$ cat src/sv/assert_macros.svh
// ----------------------------------------------------------------------------
// Assertion macros
// Property forms for the fractional delay comb filter assertions.
// ----------------------------------------------------------------------------
`ifndef ASSERT_MACROS_SVH
`define ASSERT_MACROS_SVH

// Same-cycle implication, disabled while reset is asserted.
`define FDCF_ASSERT_IMP(lbl, clk, rstn, ante, cons) \
    lbl: assert property (@(posedge clk) disable iff (!rstn) (ante) |-> (cons)) \
        else $error("fdcf assertion failed");

// Next-cycle implication, disabled while reset is asserted.
`define FDCF_ASSERT_NXT(lbl, clk, rstn, ante, cons) \
    lbl: assert property (@(posedge clk) disable iff (!rstn) (ante) |=> (cons)) \
        else $error("fdcf assertion failed");

`endif

$ cat src/sv/fdcf_pkg.sv
// ----------------------------------------------------------------------------
// fdcf_pkg
// Types, constants and helpers shared by the comb filter modules.
// ----------------------------------------------------------------------------
package fdcf_pkg;

    localparam int SAMPLE_BITS = 24;
    localparam int CH_BITS     = 3;
    localparam int CFG_IDX_W   = 3;
    localparam int CFG_DATA_W  = 29;
    localparam int DELAY_W     = 29;
    localparam int GAIN_W      = 16;
    localparam int MIX_W       = 17;
    localparam int CC_W        = 4;
    localparam int FRAMES_W    = 16;
    localparam int FRAC_BITS   = 16;
    localparam int RAMP_W      = 30;
    localparam int STEP_W      = 31;
    localparam int SUM_W       = 28;

    localparam logic [DELAY_W-1:0] DELAY_MIN = 29'd131072;
    localparam logic [MIX_W-1:0]   MIX_FULL  = 17'd65536;

    typedef enum logic [CFG_IDX_W-1:0] {
        CFG_DELAY_TARGET  = 3'd0,
        CFG_FEEDBACK_GAIN = 3'd1,
        CFG_WET_MIX       = 3'd2,
        CFG_COMB_TYPE     = 3'd3,
        CFG_CHANNEL_COUNT = 3'd4,
        CFG_RAMP_FRAMES   = 3'd5
    } t_cfg_idx;

    typedef struct packed {
        logic signed [SAMPLE_BITS-1:0] sample_in;
        logic [CH_BITS-1:0]            channel;
    } t_in;

    typedef struct packed {
        logic signed [SAMPLE_BITS-1:0] sample_out;
        logic [CH_BITS-1:0]            channel_out;
    } t_out;

    typedef enum logic [3:0] {
        S_IDLE, S_CHECK, S_CLEAR, S_RAMP, S_DIV, S_ADDR, S_RD_NEW, S_RD_OLD,
        S_INTERP, S_DELAY, S_GAIN, S_WET, S_STORE, S_MIX, S_OUT
    } t_state;

    typedef struct packed {
        logic load;
        logic pass_load;
        logic clear_step;
        logic ramp_apply;
        logic addr_calc;
        logic rd_new;
        logic rd_old;
        logic interp;
        logic delay_sum;
        logic gain_mul;
        logic wet_calc;
        logic store;
        logic mix_calc;
        logic out_load;
    } t_cmd;

    typedef struct packed {
        logic pass;
        logic need_clear;
        logic clear_done;
        logic retarget;
        logic div_done;
        logic out_free;
    } t_status;

    // Saturate a widened sum to the sample range.
    function automatic logic signed [SAMPLE_BITS-1:0] sat(input logic signed [SUM_W-1:0] v);
        logic signed [SUM_W-1:0] hi;
        logic signed [SUM_W-1:0] lo;
        hi = SUM_W'((64'sd1 <<< (SAMPLE_BITS - 1)) - 64'sd1);
        lo = -hi - SUM_W'(1);
        if (v > hi) begin
            return hi[SAMPLE_BITS-1:0];
        end else if (v < lo) begin
            return lo[SAMPLE_BITS-1:0];
        end
        return v[SAMPLE_BITS-1:0];
    endfunction

endpackage

$ cat src/sv/fdcf_ctrl.sv
// ----------------------------------------------------------------------------
// fdcf_ctrl
// Sequencer that steps one sample through the datapath.
// ----------------------------------------------------------------------------
`include "assert_macros.svh"

module fdcf_ctrl (
    input  logic               i_clk,
    input  logic               i_rst_n,
    input  logic               i_in_valid,
    output logic               o_in_ready,
    input  fdcf_pkg::t_status  i_status,
    output fdcf_pkg::t_cmd     o_cmd
);

    fdcf_pkg::t_state r_state, n_state;

    always_ff @(posedge i_clk) begin
        if (!i_rst_n) begin
            r_state <= fdcf_pkg::S_IDLE;
        end else begin
            r_state <= n_state;
        end
    end

    always_comb begin
        n_state = r_state;
        case (r_state)
            fdcf_pkg::S_IDLE:   if (i_in_valid) n_state = fdcf_pkg::S_CHECK;
            fdcf_pkg::S_CHECK: begin
                if (i_status.pass) begin
                    n_state = fdcf_pkg::S_OUT;
                end else if (i_status.need_clear) begin
                    n_state = fdcf_pkg::S_CLEAR;
                end else begin
                    n_state = fdcf_pkg::S_RAMP;
                end
            end
            fdcf_pkg::S_CLEAR:  if (i_status.clear_done) n_state = fdcf_pkg::S_RAMP;
            fdcf_pkg::S_RAMP: begin
                n_state = i_status.retarget ? fdcf_pkg::S_DIV : fdcf_pkg::S_ADDR;
            end
            fdcf_pkg::S_DIV:    if (i_status.div_done) n_state = fdcf_pkg::S_ADDR;
            fdcf_pkg::S_ADDR:   n_state = fdcf_pkg::S_RD_NEW;
            fdcf_pkg::S_RD_NEW: n_state = fdcf_pkg::S_RD_OLD;
            fdcf_pkg::S_RD_OLD: n_state = fdcf_pkg::S_INTERP;
            fdcf_pkg::S_INTERP: n_state = fdcf_pkg::S_DELAY;
            fdcf_pkg::S_DELAY:  n_state = fdcf_pkg::S_GAIN;
            fdcf_pkg::S_GAIN:   n_state = fdcf_pkg::S_WET;
            fdcf_pkg::S_WET:    n_state = fdcf_pkg::S_STORE;
            fdcf_pkg::S_STORE:  n_state = fdcf_pkg::S_MIX;
            fdcf_pkg::S_MIX:    n_state = fdcf_pkg::S_OUT;
            fdcf_pkg::S_OUT:    if (i_status.out_free) n_state = fdcf_pkg::S_IDLE;
            default:            n_state = fdcf_pkg::S_IDLE;
        endcase
    end

    always_comb begin
        o_cmd      = '0;
        o_in_ready = 1'b0;
        case (r_state)
            fdcf_pkg::S_IDLE: begin
                o_in_ready = 1'b1;
                o_cmd.load = i_in_valid;
            end
            fdcf_pkg::S_CHECK:  o_cmd.pass_load  = i_status.pass;
            fdcf_pkg::S_CLEAR:  o_cmd.clear_step = 1'b1;
            fdcf_pkg::S_RAMP:   o_cmd.ramp_apply = 1'b1;
            fdcf_pkg::S_ADDR:   o_cmd.addr_calc  = 1'b1;
            fdcf_pkg::S_RD_NEW: o_cmd.rd_new     = 1'b1;
            fdcf_pkg::S_RD_OLD: o_cmd.rd_old     = 1'b1;
            fdcf_pkg::S_INTERP: o_cmd.interp     = 1'b1;
            fdcf_pkg::S_DELAY:  o_cmd.delay_sum  = 1'b1;
            fdcf_pkg::S_GAIN:   o_cmd.gain_mul   = 1'b1;
            fdcf_pkg::S_WET:    o_cmd.wet_calc   = 1'b1;
            fdcf_pkg::S_STORE:  o_cmd.store      = 1'b1;
            fdcf_pkg::S_MIX:    o_cmd.mix_calc   = 1'b1;
            fdcf_pkg::S_OUT:    o_cmd.out_load   = i_status.out_free;
            default: begin
            end
        endcase
    end

    `FDCF_ASSERT_NXT(a_pass_skips_work, i_clk, i_rst_n, (r_state == fdcf_pkg::S_CHECK) && i_status.pass, r_state == fdcf_pkg::S_OUT)
    `FDCF_ASSERT_NXT(a_div_waits, i_clk, i_rst_n, (r_state == fdcf_pkg::S_DIV) && !i_status.div_done, r_state == fdcf_pkg::S_DIV)
    `FDCF_ASSERT_NXT(a_out_returns_idle, i_clk, i_rst_n, (r_state == fdcf_pkg::S_OUT) && i_status.out_free, r_state == fdcf_pkg::S_IDLE)
    `FDCF_ASSERT_IMP(a_no_accept_busy, i_clk, i_rst_n, o_cmd.load, o_in_ready && (r_state == fdcf_pkg::S_IDLE))

endmodule

$ cat config.mk
export PLATFORM = sky130hd
export DESIGN_NAME = fdcf_ctrl
export DESIGN_NICKNAME = d
export VERILOG_FILES = /design/src/sv/fdcf_pkg.sv /design/src/sv/fdcf_ctrl.sv
export VERILOG_INCLUDE_DIRS = /design/src /design/src/sv
export SDC_FILE = /design/constraint.sdc
export NUM_CORES = 1
export LEC_CHECK = 0
export ABC_AREA = 1
export BUFFER_PORTS_ARGS = -buffer_cell sky130_fd_sc_hd__buf_4
export CORE_AREA = 2 2 39 41
export DETAILED_ROUTE_END_ITERATION = 8
export DIE_AREA = 0 0 41 43
export GPL_TIMING_DRIVEN = 1
export HOLD_SLACK_MARGIN = 0.12
export MAX_ROUTING_LAYER = met4
export SETUP_SLACK_MARGIN = 0.02
export SLEW_MARGIN = 5
export SYNTH_ARGS = -nofsm -noshare
export SYNTH_HDL_FRONTEND = slang
export SYNTH_SLANG_ARGS = --single-unit
export TNS_END_PERCENT = 20
$ cat constraint.sdc
create_clock -name i_clk -period 2.3 [get_ports i_clk]
set_clock_uncertainty 0.2 [all_clocks]
set_input_delay 0.23 -clock i_clk [delete_from_list [all_inputs] [get_ports i_clk]]
set_output_delay 0.23 -clock i_clk [all_outputs]
set_load 0.05 [all_outputs]
# After elaboration in Yosys (flattened, before gate mapping)
# Cells that the tools add are included.
[classes] n_eq_ne=18 muxes=23 reduce_logical=2
[ops] op="4-bit case mux with 15 select lines" n=1
[ops] op="4-bit == test, second input constant" n=7
[ops] op="4-bit two-way mux" n=5
[ops] op="1-bit two-way mux" n=17
[ops] op="4-bit by 3-bit == test with 1-bit output, second input constant" n=4
[ops] op="4-bit by 2-bit == test with 1-bit output, second input constant" n=2
[ops] op="2-bit inequality test, second input constant" n=4
[ops] op="4-bit by 1-bit == test with 1-bit output, second input constant" n=1
[ops] op="4-bit zero test" n=1
[ops] op="4-bit AND reduction" n=1
[word_totals] reg_bits=4 in_bits=9 out_inout_bits=15 word_cells=44

# Logic depth before layout (Yosys ltp)
# Gate-level depths: netlist of the first run.
[logic_depth] ltp_word=3 ltp_mapped=8 depth_no_buf=8

# Worst setup path before layout of the first run
# Ideal clock, no wire load.
[synth_timing] path_type="reg2out" from="register r_state[1]" to="output o_cmd[0] (netlist name)" arrival_time_ns=2.034 required_ns=1.870 slack_ns=-0.164 stages_incl_launch_ff=3 n_path_buf=0 path_cell_list="dfxtp_1 -> inv_2 -> nor4_1"
[synth_rtl] item="start: declaration" line="fdcf_ctrl.sv:16" rtl="fdcf_pkg::t_state r_state, n_state;"
[synth_rtl] item="start signal: assignment" line="fdcf_ctrl.sv:20" rtl="r_state <= fdcf_pkg::S_IDLE;"
[synth_rtl] item="start signal: assignment" line="fdcf_ctrl.sv:22" rtl="r_state <= n_state;"
[synth_rtl] item="end: declaration" line="fdcf_ctrl.sv:13" rtl="output fdcf_pkg::t_cmd o_cmd"

==> results.cfg, run 1 <==
[routing]
dr.first_iter.drc_count = 9
wire_per_inst_um = 9.06
drc = 0
wl_mm = 1.14
ant_nets = 0
routed-via-count = 557
drt-pass1-iter-count = 4
viasPerCell = 4.42

[cts]
clkTransAtPathRegs_ns = 0.04
clock_latency_ns = 0.23
cts_tree = done
cts_buffers = 3
post-cts-setup-buffer-count = 0
cts.root.buffer_cell = clkbuf_4
cts_num_sinks = 4
clockBufferDepth = 2
htree_levels = 1
hold_buffers = 1
cts.repair.resized = 0

[layout]
areaGrowthSynthToFinish_pct = 53.5
drive_above_1_share_pct = 35.5
largest-register = r_state
final_nets = 121
fillCellCount = 155
fin_area_um2 = 664
top_regs = r_state x4
antennaDiodeCount = 0
largest_reg_flops = 4

[placement]
place_area_um2 = 632
hpwl_um = 971
place.gp.congestion = 0.871
io_buffer_count = 23

[yosys]
synth-warning-count = 0
yosys.area.top_type_share_pct = 19.1
synthesis.area_um2 = 433
yosysUniqueCellTypes = 15
synth_nets = 92
avgSynthCellArea_um2 = 5.22
synth_area_leaders = nand2_1 (19%), dfxtp_1 (18%), inv_1 (15%), nor2_1 (10%), nor2_2 (7.2%)
ys_ff_latch = 4
yosys.area.top_type = nand2_1
yosysSeqAreaShare_pct = 18.5
synthCells = 83

[sta]
min_period_over_period_pct = 79.4
grt_setup_unrepaired = no
setup_tns_ns = 0
holdWs_ns = 0.173
tightest_slew_ns = 0.298
fin_crit_ns = 1.83
slew_viol_final = 0
final_hold_viol_count = 0
max_freq_ghz = 0.548
max-slew-margin-rel_pct = 80.1
setup_viol = 0

[setup_path]
path_class = flip-flop to primary output
worst-endpoint-arrival_ns = 1.40
start_kind = flip-flop
ff2ff_path_depth = 6
crit_path_end_kind = primary output
required_ns = 1.87
cp_max_fo = 7

[die]
die-area_um2 = 1760
floorplan.initialDensity_pct = 31.3
io_pins = 24
num_rows = 14
die_w_um = 41
core_um2 = 1380
dieHeight_um = 43

[global_routing]
grt_pass1_vias = 428
grt_max_degree = 8
grt_pass1_wl_mm = 1.71
globalRouteTotalUtil_pct = 14.5
grt_remaining_overflow = 0
antenna_found_initial = 0

[power]
powerDensity_nw_per_um2 = 1160
ir_worst_vdd_v = 0.000508
leakagePower_nw = 0.415

[status]
outcome = finished clean

[hold_path]
whs_path_depth = 5
hold_path.class = primary input to flip-flop

[run]
drv_cap = 0
-- report_power, final --
part           switching [mW]  total, mW  internal (mW)  leakage [nW]
Combinational           0.378      0.543          0.165         0.369
Clock                  0.0248     0.0829         0.0581        0.0138
Sequential             0.0500      0.145         0.0950        0.0329
Total                   0.452      0.771          0.318         0.415
-- kinds of logic after synthesis --
kind of cell / Yosys count / share of synthesized area [%]
AND/OR/NAND/NOR: 54 / 57.2
flip-flops: 4 / 18.5
AO/OA/AOI/OAI: 6 / 7.80
buffers and inverters: 19 / 16.5
-- final timing paths --
check,startpoint,end,slack [ns]
max,r_state[1]$_SDFFE_PN0P_,o_cmd[7],0.47
min,i_status[5],r_state[3]$_SDFFE_PN0P_,0.17
max reg2reg,r_state[2]$_SDFFE_PN0P_,r_state[1]$_SDFFE_PN0P_,0.86
min reg2reg,r_state[2]$_SDFFE_PN0P_,r_state[2]$_SDFFE_PN0P_,0.38
-- per-stage QoR --
stage	power (mW)	worst slack [ns]	util (%)	cells
2_1_floorplan	0.551	0.100	-	83
5_1_grt	0.831	0.361	48.0	126
4_1_cts	0.777	0.467	48.0	126
3_5_place_dp	0.688	0.719	45.7	122
3_3_place_gp	0.693	0.709	45.7	122
6_report	0.771	0.475	48.0	126
-- worst max-delay path, cell delays in order, from the launching register on --
cell     delay, ns
dfxtp_1       0.48
nand2_1       0.20
nor3_1        0.24
buf_4         0.25
-- Yosys cell counts --
cell      number
nand2_1       22
inv_1         17
nor2_1        12
nand3_1        5
nor2_2         5
dfxtp_1        4
nor3_1         4
o21ai_0        4
nand2_2        3
inv_2          2
a21oi_1        1
a21oi_2        1
nand3b_1       1
nor2_4         1
nor4_1         1
-- routing by layer --
layer,vias up,track usage (%),share of wire (%)
met5,-,-,0
met4,0,6.00,0
met3,0,3.14,4.9
met2,14,21.3,49
met1,237,18.7,46
li1,306,-,-
-- layout make-up --
class                   count  area, um2  area share (%)
clock buffers               3       22.5            3.39
inverters                  19       71.3            10.7
multi-input cells          60        288            43.3
flip-flops and latches      4       80.1            12.1
well taps                  16       20.0            3.01
repair buffers             24        183            27.5
-- layout by cell type (no fill, tap or decap), types with 2 or more instances in the layout --
| cell type | count |
|---|---|
| buf_4 | 23 |
| clkbuf_4 | 3 |
| dfxtp_1 | 4 |
| inv_1 | 17 |
| inv_2 | 2 |
| nand2_1 | 22 |
| nand2_2 | 3 |
| nand3_1 | 5 |
| nor2_1 | 12 |
| nor2_2 | 5 |
| nor3_1 | 4 |
| o21ai_0 | 4 |
Power figures use the tool's default switching activity.
==> run 2: changes to the inputs <==
==> constraint.sdc (replaced) <==
create_clock -name i_clk -period 1.5 [get_ports i_clk]
set_clock_uncertainty 0.2 [all_clocks]
set_input_delay 0.15 -clock i_clk [delete_from_list [all_inputs] [get_ports i_clk]]
set_output_delay 0.15 -clock i_clk [all_outputs]
set_load 0.05 [all_outputs]
==> run 2 against run 1 <==
- the run now ends with setup timing left
- final cell count increased by 9.5%
- total power increased by 120%
- global-route usage increased by 4.3 points
- die area unchanged
- hold slack got worse by 0.0069 ns
- setup slack got worse by 0.54 ns
- sequential power increased by 88%
- via count increased by 14%
- first-iteration DRC count increased by 22%
- critical endpoint is now o_cmd[12]
- largest power group unchanged
==> results.cfg, run 2 (synthesized netlist as in run 1, its figures left out) <==
[status]
outcome = finished with violations
failed_checks = setup timing

[die]
io_pins = 24
die-area_um2 = 1760
num_rows = 14
floorplan.initialDensity_pct = 31.3
core_um2 = 1380
die_w_um = 41
dieHeight_um = 43

[power]
report.power.total_mw = 1.67
leakagePower_nw = 0.501
powerDensity_nw_per_um2 = 1790
ir_worst_vdd_v = 0.00103

[global_routing]
grt_pass1_vias = 570
grt_max_degree = 7
globalRouteTotalUtil_pct = 18.8
grt_remaining_overflow = 0
grt_pass1_wl_mm = 2.17
antenna_found_initial = 0

[setup_path]
crit_path_end_kind = primary output
required_ns = 1.15
cp_max_fo = 6
start_kind = flip-flop
worst-endpoint-arrival_ns = 1.22
path_class = flip-flop to primary output

[routing]
drt-pass1-iter-count = 4
viasPerCell = 4.60
dr.first_iter.drc_count = 11
routed-via-count = 635
drc = 0
wire_per_inst_um = 10.8
wl_mm = 1.49
ant_nets = 0

[placement]
place_inst = 127
place.gp.congestion = 0.879
hpwl_mm = 1.08
io_buffer_count = 23

[cts]
cts_buffers = 3
clock_latency_ns = 0.23
cts_num_sinks = 4
clockBufferDepth = 2
clkTransAtPathRegs_ns = 0.04
cts_tree = done
cts.root.buffer_cell = clkbuf_4
htree_levels = 1

[sta]
grt_setup_unrepaired = yes
slew_viol_final = 0
setup_viol = 7
tightest_slew_ns = 0.229
max-slew-margin-rel_pct = 84.6
layout_setup_ws_ns = -0.0695
final_hold_viol_count = 0
min_period_over_period_pct = 105
fin_crit_ns = 1.57
max_freq_ghz = 0.637

[layout]
final_nets = 133
antennaDiodeCount = 0
top_regs = r_state x4
fillCellCount = 125
largest_reg_flops = 4
largest-register = r_state
final_cell_count_no_fill = 138
mostFrequentLayoutCells = nand2_1 (19), buf_4 (17), buf_6 (15)
drive_above_1_share_pct = 57.4
layout_commonest_cell = nand2_1
areaGrowthSynthToFinish_pct = 115

[run]
drv_cap = 0

[hold_path]
hold_path.class = primary input to flip-flop
==> run 2: path summary, 6_finish.rpt <==
kind                      startpoint                       to  slack (ns)  depth (start not counted)
max          r_state[2]$_SDFFE_PN0P_                o_cmd[12]       -0.07                          6
min                      i_status[4]  r_state[0]$_SDFFE_PN0P_        0.17                          6
max reg2reg  r_state[2]$_SDFFE_PN0P_  r_state[1]$_SDFFE_PN0P_        0.05                          9
min reg2reg  r_state[2]$_SDFFE_PN0P_  r_state[2]$_SDFFE_PN0P_        0.36                          2
==> run 2: layer usage <==
layer,share of wire [%],track usage [%],wire length [um]
met5,0,-,0
met4,2.1,14.0,31
met3,3.3,3.66,50
met2,55,27.8,818
met1,40,21.3,593
==> run 2: where the power goes <==
group	total [mW]	internal, mW	leakage [nW]	switching, mW
Sequential	0.273	0.168	0.0356	0.104
Combinational	1.27	0.509	0.451	0.759
Clock	0.130	0.0892	0.0138	0.0404
Total	1.67	0.767	0.501	0.904
==> run 2: worst max-delay path: stages (launching register included) <==
cell,delay [ns]
dfxtp_4,0.37
nor2_4,0.14
inv_4,0.07
nor2_4,0.13
nand2_2,0.07
inv_2,0.07
buf_8,0.14
==> run 2: area by class of cell <==
class	count	area, um2	share of cell area [%]
Inverter	19	81.3	8.74
Tap cell	16	20.0	2.15
Sequential cell	4	95.1	10.2
Clock buffer	3	22.5	2.42
Timing Repair Buffer	36	342	36.7
Multi-Input combinational cell	60	370	39.8
==> run 2: what timing repair did <==
action | 4_1_cts | 5_1_grt
pin swaps | 1 | 4
gates cloned | 0 | 0
endpoints found under the hold margin | 4 | 0
endpoints found under the setup margin | 15 | 15
buffers inserted | 1 | 4
hold buffers | 3 | 0
resized for setup | 31 | 17
==> run 2: through the flow <==
step | setup TNS [ns] | util [%] | setup slack (ns) | hold WS [ns] | cell area, um2
final | -0.195 | 67.3 | -0.0695 | 0.166 | 931
after floorplan | -0.662 | - | -0.162 | 0.0707 | 472
after global routing | -0.977 | 67.3 | -0.131 | 0.188 | 931
after global placement | 0 | 50.7 | 0.0213 | 0.181 | 702
after CTS | -0.267 | 61.5 | -0.0395 | 0.159 | 851
after detailed placement | 0 | 50.7 | 0.0155 | 0.187 | 702
==> run 3: changes to the inputs <==
--- a/config.mk
+++ b/config.mk
@@ -9,6 +9,7 @@
 export ABC_AREA = 1
 export BUFFER_PORTS_ARGS = -buffer_cell sky130_fd_sc_hd__buf_4
 export CORE_AREA = 2 2 39 41
+export CTS_BUF_LIST = sky130_fd_sc_hd__clkbuf_16
 export DETAILED_ROUTE_END_ITERATION = 8
 export DIE_AREA = 0 0 41 43
 export GPL_TIMING_DRIVEN = 1
==> constraint.sdc (replaced) <==
create_clock -name i_clk -period 1.5 [get_ports i_clk]
set_clock_uncertainty 0.2 [all_clocks]
set_input_delay 0.15 -clock i_clk [delete_from_list [all_inputs] [get_ports i_clk]]
set_output_delay 0.15 -clock i_clk [all_outputs]
set_load 0.02 [all_outputs]
==> run 3 against run 2 <==
- the flow still finishes with violations (setup timing)
- combinational power decreased by 37%
- cell area shrank 13%
- global-route usage decreased by 1.2 points
- hold slack improved by 0.0076 ns
- critical path depth unchanged
- first-iteration DRC count is 64% lower
- wire length down 9.7%
- count of clock-buffer cells in the layout unchanged
- final cell count fell by 5.8%
- utilization down 8.6 points
- total power down 12%
==> results.cfg, run 3 (synthesized netlist as in run 1, its figures left out) <==
[sta]
slew_viol_final = 0
min_period_over_period_pct = 100
setup_tns_ns = -0.00560
tightest_slew_ns = 0.214
layout_setup_ws_ns = -0.00560
setup_viol = 1
grt_setup_unrepaired = yes
max_freq_ghz = 0.664
max-slew-margin-rel_pct = 85.6
fin_crit_ns = 1.51
final_hold_viol_count = 0

[global_routing]
grt_pass1_vias = 499
globalRouteTotalUtil_pct = 17.7
grt_max_degree = 7
grt_pass1_wl_mm = 2.08
grt_remaining_overflow = 0
antenna_found_initial = 0

[layout]
final_nets = 125
fillCellCount = 138
fin_area_um2 = 812
mostFrequentLayoutCells = buf_4 (23), nand2_1 (20), inv_1 (14)
layout_commonest_cell = buf_4
largest_reg_flops = 4
antennaDiodeCount = 0
areaGrowthSynthToFinish_pct = 87.6
largest-register = r_state
drive_above_1_share_pct = 46.5
top_regs = r_state x4

[setup_path]
start_kind = flip-flop
cpPeakStageDelay_ns = 0.37
cp_max_fo = 6
path_class = flip-flop to primary output
cp_num_buf_inv = 3
r2r_slack_ns = 0.11
crit_path_end_kind = primary output
required_ns = 1.15
rr_endpoint = r_state[3]$_SDFFE_PN0P_
path_cells = nor2_4, inv_2, nor2_4, nand2_2, inv_2, buf_6
r2r_start = r_state[3]$_SDFFE_PN0P_
critPathSlowestCell = dfxtp_4
cpLargestDelayFamily = flip-flops
worst-endpoint-arrival_ns = 1.16
ff2ff_path_depth = 8

[routing]
drt-pass1-iter-count = 3
ant_nets = 0
dr.first_iter.drc_count = 4
routed-via-count = 584
viasPerCell = 4.49
wire_per_inst_um = 10.4
wl_mm = 1.35
drc = 0

[cts]
clkTransAtPathRegs_ns = 0.03
cts_tree = done
cts_num_sinks = 4
clockBufferDepth = 2
clock_latency_ns = 0.22
cts.root.buffer_cell = clkbuf_16
htree_levels = 1
cts_buffers = 3

[placement]
dp_slack_ns = 0.0255
place_area_um2 = 638
place.gp.congestion = 0.789
io_buffer_count = 23
hpwl_mm = 1.00

[die]
dieHeight_um = 43
core_um2 = 1380
num_rows = 14
die-area_um2 = 1760
floorplan.initialDensity_pct = 31.3
io_pins = 24
die_w_um = 41

[power]
leakagePower_nw = 0.464
powerDensity_nw_per_um2 = 1820
ir_worst_vdd_v = 0.00127

[hold_path]
whs_endpoint = r_state[0]$_SDFFE_PN0P_
worstHoldStart = i_status[4]
hold_path.class = primary input to flip-flop
whs_path_depth = 6

[status]
failed_checks = setup timing
outcome = finished with violations

[run]
drv_cap = 0
==> run 3: changes by cell type in the layout (fill, tap and decap cells not counted), moves of 3 or more <==
cell       delta
buf_6        -13
buf_4         +6
nor2_1        +4
clkbuf_16     +3
clkbuf_4      -3
inv_1         +3
inv_4         -3
nor2_4        -3
==> run 3: tightest hold or removal path, cell delays in order <==
cell and delay, ns:
buf_4 0.08, nor2_1 0.03, nand2_1 0.05, nand2_1 0.05, o21ai_0 0.15, nor2_1 0.04
==> run 3: power by group <==
| part | total [mW] | switching (mW) | internal, mW |
|---|---|---|---|
| sequential | 0.269 | 0.101 | 0.168 |
| combinational | 0.794 | 0.474 | 0.320 |
| clock | 0.412 | 0.0718 | 0.340 |
| total | 1.48 | 0.647 | 0.829 |
==> run 3: area by class of cell <==
class / instances / area (um2) / share of cell area, %
Clock buffer: 3 / 75.1 / 9.24
Inverter: 19 / 73.8 / 9.09
Multi-Input combinational cell: 60 / 323 / 39.8
Sequential cell: 4 / 95.1 / 11.7
Tap cell: 16 / 20.0 / 2.47
Timing Repair Buffer: 28 / 225 / 27.7
==> run 3: repair_timing <==
action / in CTS / in global routing
setup buffers: 1 / 0
hold buffers: 3 / 0
resized for setup: 18 / 5
endpoints found under the hold margin: 4 / 0
pin swaps: 1 / 0
setup endpoints to repair: 15 / 13
==> run 3: worst max path at each step <==
stage	startpoint	end	slack [ns]	cells after the start
6_report	r_state[3]$_SDFFE_PN0P_	o_cmd[12]	-0.006	6
5_1_grt	r_state[3]$_SDFFE_PN0P_	o_cmd[12]	-0.06	6
4_1_cts	r_state[3]$_SDFFE_PN0P_	o_cmd[12]	-0.02	6
3_5_place_dp	r_state[2]$_SDFFE_PN0P_	o_cmd[12]	0.03	6
3_3_place_gp	r_state[2]$_SDFFE_PN0P_	o_cmd[12]	0.02	6
2_1_floorplan	r_state[1]$_SDFFE_PN0P_	o_cmd[0]	-0.06	2
==> run 3: per-stage QoR <==
| step | util (%) | hold WS (ns) | cells | power [mW] |
|---|---|---|---|---|
| global placement | 46.1 | 0.183 | 123 | 0.913 |
| floorplan | - | 0.0707 | 83 | 0.682 |
| detailed placement | 46.1 | 0.187 | 123 | 0.908 |
| CTS | 57.9 | 0.178 | 130 | 1.45 |
| global route | 58.7 | 0.229 | 130 | 1.58 |
| finish | 58.7 | 0.174 | 130 | 1.48 |
==> run 3: routing by layer <==
metal	part of all wire (%)	track usage, %	vias to the layer above
met4	0	4.00	0
li1	-	-	315
met1	51	26.3	258
met3	2.7	4.71	0
met2	46	23.4	11
met5	0	-	-
